<file path="src/rtl/tcw_pkg.sv">
// Types and constants shared by the text console writer modules.
`default_nettype none
package tcw_pkg;

	localparam int ACTION_W       = 2;
	localparam int CHAR_W         = 8;
	localparam int COLUMN_FIELD_W = 7;
	localparam int ROW_FIELD_W    = 5;
	localparam int INDEX_W        = 11;
	localparam int LINEAR_FIELD_W = 11;
	localparam int WORD_W         = 16;
	localparam int ATTR_W         = 8;

	localparam int APB_ADDR_W = 3;
	localparam int APB_DATA_W = 32;

	localparam logic [CHAR_W-1:0] BLANK_CHAR      = 8'h20;
	localparam logic [CHAR_W-1:0] NEWLINE_CHAR    = 8'h0A;
	localparam logic [ATTR_W-1:0] RESET_ATTRIBUTE = 8'h07;

	typedef enum logic [APB_ADDR_W-1:0] {
		REG_TEXT_ATTRIBUTE = 3'd0
	} reg_addr_t;

	typedef enum logic [ACTION_W-1:0] {
		ACT_PUT_CHAR     = 2'd0,
		ACT_SET_CURSOR   = 2'd1,
		ACT_CLEAR_SCREEN = 2'd2,
		ACT_READ_CELL    = 2'd3
	} action_t;

	typedef enum logic [2:0] {
		ST_IDLE,
		ST_DISPATCH,
		ST_SCROLL,
		ST_FILL,
		ST_READ_DATA,
		ST_LINEAR,
		ST_DONE
	} state_t;

	typedef struct packed {
		action_t                   action;
		logic [CHAR_W-1:0]         char_code;
		logic [COLUMN_FIELD_W-1:0] target_column;
		logic [ROW_FIELD_W-1:0]    target_row;
		logic [INDEX_W-1:0]        cell_index;
	} cmd_t;

	typedef struct packed {
		logic [COLUMN_FIELD_W-1:0] cursor_column;
		logic [ROW_FIELD_W-1:0]    cursor_row;
		logic [LINEAR_FIELD_W-1:0] cursor_linear;
		logic [WORD_W-1:0]         cell_word;
	} rsp_t;

endpackage
`default_nettype wire

</file>
<file path="src/rtl/tcw_apb.sv">
// APB register block holding the text attribute byte.
`default_nettype none
module tcw_apb (
	input  wire logic                             clk,
	input  wire logic                             arst_n,
	input  wire logic                             psel,
	input  wire logic                             penable,
	input  wire logic                             pwrite,
	input  wire logic [tcw_pkg::APB_ADDR_W-1:0]   paddr,
	input  wire logic [tcw_pkg::APB_DATA_W-1:0]   pwdata,
	output logic      [tcw_pkg::APB_DATA_W-1:0]   prdata,
	output logic                                  pready,
	output logic      [tcw_pkg::ATTR_W-1:0]       attr
);

	localparam logic [tcw_pkg::APB_ADDR_W-1:0] ATTR_ADDR = tcw_pkg::REG_TEXT_ATTRIBUTE;

	logic [tcw_pkg::ATTR_W-1:0] attr_q;
	logic                       wr_en;
	logic                       hit;

	assign pready = 1'b1;
	assign hit    = (paddr[tcw_pkg::APB_ADDR_W-1:2] == ATTR_ADDR[tcw_pkg::APB_ADDR_W-1:2]);
	assign wr_en  = psel && penable && pwrite && pready && hit;
	assign attr   = attr_q;

	always_ff @(posedge clk or negedge arst_n) begin
		if (!arst_n) begin
			attr_q <= tcw_pkg::RESET_ATTRIBUTE;
		end else if (wr_en) begin
			attr_q <= pwdata[tcw_pkg::ATTR_W-1:0];
		end
	end

	always_comb begin
		prdata = '0;
		if (hit) begin
			prdata = tcw_pkg::APB_DATA_W'(attr_q);
		end
	end

endmodule
`default_nettype wire

</file>
<file path="config.mk">
export PLATFORM = sky130hd
export DESIGN_NAME = tcw_apb
export DESIGN_NICKNAME = d
export VERILOG_FILES = /design/src/rtl/tcw_pkg.sv /design/src/rtl/tcw_apb.sv
export SDC_FILE = /design/constraint.sdc
export NUM_CORES = 1
export LEC_CHECK = 0
export BUFFER_PORTS_ARGS = -buffer_cell sky130_fd_sc_hd__buf_4
export CORE_MARGIN = 2
export CORE_UTILIZATION = 32
export CTS_CLUSTER_SIZE = 30
export DETAILED_ROUTE_END_ITERATION = 16
export PLACE_DENSITY = 0.81
export SLEW_MARGIN = 25
export SYNTH_ARGS = -nofsm -noshare
export SYNTH_HDL_FRONTEND = slang
export SYNTH_SLANG_ARGS = --single-unit
</file>
<file path="constraint.sdc">
create_clock -name clk -period 1.95 [get_ports clk]
set_clock_uncertainty 0.05 [all_clocks]
set_input_delay 0 -clock clk [delete_from_list [all_inputs] [get_ports clk]]
set_output_delay 0 -clock clk [all_outputs]
set_load 0.1 [all_outputs]
</file>
Word-level counts from Yosys, hierarchy flattened:

Cells that the tools add are included.

* output and inout port bits: 41
* logic and storage cells: 6
* bits in registers: 8

* reduce and logical (&&, ||, !) cells: 3
* multiplexer cells: 1
* bitwise logic cells: 1

Operators with widths (number)
* two-way mux 8 bit: 1
* logical AND 1 bit: 3
* inverter 1 bit: 1

Longest topological paths before layout:

* word-level depth: 3
* mapped depth: 2
* gate-level depth less buffers: 2

Worst setup path before layout:

Ideal clock, no wire load.

* path type: flip-flop to output port
* from: reg attr_q (netlist bit attr[3])
* to: out prdata[3] (netlist name)
* setup slack: 0.390 ns
* required time: 1.900 ns
* stages on the path, launching flop included: 2
* data arrival time: 1.510 ns
* path buffers: 0
* cells stage by stage: dfrtp_1 -> and2b_2

* longest elaborated chain between the ends: 1

Ends and longest elaborated chain
* start, declared: line tcw_apb.sv:18 `logic [tcw_pkg::ATTR_W-1:0] attr_q;`
* start signal, assigned: line tcw_apb.sv:29 `attr_q <= tcw_pkg::RESET_ATTRIBUTE;`
* start signal, assigned: line tcw_apb.sv:31 `attr_q <= pwdata[tcw_pkg::ATTR_W-1:0];`
* two-way mux 8 bit: line tcw_apb.sv:37 `if (hit) begin`
* end, declared: line tcw_apb.sv:11 `output logic [tcw_pkg::APB_DATA_W-1:0] prdata,`

Every way passes these cells.

Worst setup path in the final report:

* from: reg attr_q (netlist bit attr[2])
* to: out prdata[2] (netlist name)

Same word-level chain as after synthesis.

==> Flow_metrics.wiki <==
{| class="wikitable"
! Metric !! Value
|-
| Kind of start point of the critical path || flip-flop
|-
| Die Footprint || about 2200 um^2
|-
| Antenna violations before repair || 0
|-
| Launch point of the worst reg-to-reg path || attr[4]$_DFFE_PN0P_
|-
| Core region area || roughly 1700 um^2
|-
| DRC Markers || 0
|-
| Status || finished, final reports clean
|-
| Final ANT Viol Nets || 0
|-
| Count of buffering cells on the critical path with inverters included || 1
|-
| Leakage || roughly 0.46 nW
|-
| Source of the critical timing path || attr[2]$_DFFE_PN1P_
|-
| Number of clock sinks || 8
|-
| Residual overflow from global routing || 0
|-
| Setup-failing EPs final || 0
|-
| Most frequent cells in the layout || 29 x sky130_fd_sc_hd__buf_4, 25 x sky130_fd_sc_hd__conb_1, 9 x sky130_fd_sc_hd__dlygate4sd3_1, 8 x sky130_fd_sc_hd__and2b_2, 8 x sky130_fd_sc_hd__mux2_2
|-
| Number of vias after detailed routing || 420
|-
| Sequential fraction of the synthesis area || 0.350
|-
| Max reg flops || 8
|-
| Required time of the critical path || 1.90 ns
|-
| Sequential cell area || 204 um^2
|-
| Number of iterations in the first detailed-routing pass || 2
|-
| Worst IR Drop VDD || between 0.0007 and 0.0008 V
|-
| Category of the worst setup path capture point || output pin
|-
| Pin count of the biggest net entering global routing || 10
|-
| Number of unique standard cell types used by synthesis || 7
|-
| Register clock-pin slew on the reported worst setup and hold paths || ~0.060 ns
|-
| Number of diodes added for antenna fixing || 0
|-
| Leading cell types by total area after synthesis || sky130_fd_sc_hd__buf_4 32%, sky130_fd_sc_hd__dfrtp_1 21%, sky130_fd_sc_hd__mux2_2 15%
|-
| Fraction of layout cells with a size suffix above 1 || 0.565
|-
| Total Neg Setup Slack || 0 ns
|-
| Cell family with most CP delay || flip-flops
|-
| Unrepaired setup endpoints after global routing || false
|-
| Final design utilization || 0.491
|-
| Synthesis Warnings || 0
|-
| Final worst path period need || around 1.2 ns
|-
| Final hold violation count || 0
|-
| Area of the mapped netlist || 583 um^2
|-
| Number of flip-flops and latches in the synthesized netlist || 8
|-
| Routability congestion estimate || about 0.66
|-
| I/O Pins || about 80
|-
| First-pass GRT wire length || 1460 um
|-
| Worst skew pair latency || 0.24 ns
|-
| Post_cts resized || 0
|-
| Post-route insts no fill || about 120
|-
| Clock tree from TritonCTS || yes
|-
| Data arrival time of the critical path || 1.19 ns
|-
| Slowest stage cell, crit path || sky130_fd_sc_hd__dfstp_2
|-
| Footprint of the multi-input gates || roughly 280 um^2
|-
| Final wirelength || 1140 um
|-
| Row count || 15
|-
| Area growth, synth to finish || 45.3%
|-
| Max Root-Sink Buffers || 2
|-
| Pwr Density || between 1000 and 1500 nW/um^2
|-
| # nets final || 133
|-
| Start-to-end type of the worst setup path || flip-flop to output pin
|-
| Most common cell after layout, fill and taps aside || sky130_fd_sc_hd__buf_4
|-
| Biggest fanout along the worst timing path || 3
|-
| First DRT Iteration DRCs || 1
|-
| Number of maximum-capacitance violations || 0
|-
| Total clock buffers created by CTS || 3
|-
| Die width || between 40 and 50 um
|-
| Instance count after placement with tap cells included || between 100 and 150
|-
| Avg Inst Size Synth || 11.2 um^2
|-
| Cells after Synth || 52
|-
| Via count of the first global-routing pass || 368
|-
| CTS Root Cell || sky130_fd_sc_hd__clkbuf_4
|-
| Combined global-route utilization of all metal layers || 0.101
|-
| Starting Density || 0.338
|-
| Cell breakdown of the critical path || and2b_2 > buf_4
|-
| Final Slew Violations || 0
|-
| Count of filler cells inserted in the layout || 160
|-
| Maximum clock frequency || between 800 and 900 MHz
|-
| Final period util || 0.638
|-
| Half-perimeter wire length after placement || 840 um
|-
| Buffers on Ports || 29
|-
| Drt wl/cell || 9.74 um
|-
| Top cell type by total area after synthesis || sky130_fd_sc_hd__buf_4
|-
| Share of the synthesized area in the top cell type || 0.322
|-
| Die height || around 47 um
|-
| Via-to-Cell Ratio || roughly 3.6
|-
| Type of the most critical hold path || primary input to async pin
|-
| Stage delay of the slowest cell on the critical path || 0.53 ns
|-
| Maximum level of the CTS H-tree || 1
|}
cell families after synthesis:
family / share of synthesized area
buffers and inverters: 0.322
AND/OR/NAND/NOR: 0.161
multiplexers: 0.155
flip-flops: 0.350
other: 0.0129
power breakdown:
group | internal, W | switching [W]
logic | 0.000147 | 0.000704
clock network | 0.0000781 | 0.0000533
registers | 0.000213 | 0.0000255
cell type report:
class / count / area share
multi-input combinational: 42 / 0.328
clock buffer: 4 / 0.0310
sequential: 8 / 0.241
tap: 25 / 0.0369
timing repair buffer: 38 / 0.363
synthesized netlist by cell type:
library cell,instances
sky130_fd_sc_hd__and2b_2,8
sky130_fd_sc_hd__conb_1,2
sky130_fd_sc_hd__buf_4,25
sky130_fd_sc_hd__mux2_2,8
sky130_fd_sc_hd__nand4b_4,1
sky130_fd_sc_hd__dfrtp_1,5
sky130_fd_sc_hd__dfstp_2,3
path summary, 6_finish.rpt:
check,endpoint,slack (ns),depth (start not counted)
worst max-delay path,prdata[2],0.71,2
worst min-delay path,attr[3]$_DFFE_PN0P_,0.07,2
worst max register to register,attr[4]$_DFFE_PN0P_,1.13,1
worst min register to register,attr[3]$_DFFE_PN0P_,0.48,1
max in group asynchronous,attr[1]$_DFFE_PN1P_,1.56,2
min in group clk,attr[3]$_DFFE_PN0P_,0.16,3
metrics by stage:
step	setup slack (ns)	hold slack [ns]	total power (W)	cell area [um^2]
after CTS	0.691	0.0390	0.00123	847
after floorplan	0.390	-0.346	0.000986	669
after detailed placement	0.970	-0.228	0.00108	731
after global placement	0.974	-0.227	0.00107	731
after global routing	0.663	0.0626	0.00126	847
final	0.706	0.0729	0.00122	847
metal layers:
metal | share of wire | GRT usage | vias up
met5 | 0 | 0 | -
li1 | - | - | 193
met2 | 0.56 | 0.203 | 33
met4 | 0 | 0.0333 | 0
met3 | 0.12 | 0.0549 | 0
met1 | 0.33 | 0.0791 | 194
repair_timing:
action / CTS / global route
hold buffers: 9 / 0
setup endpoints to repair: 0 / 0
hold endpoints to repair: 16 / 0
setup buffers: 0 / 0
Power figures use the tool's default switching activity.
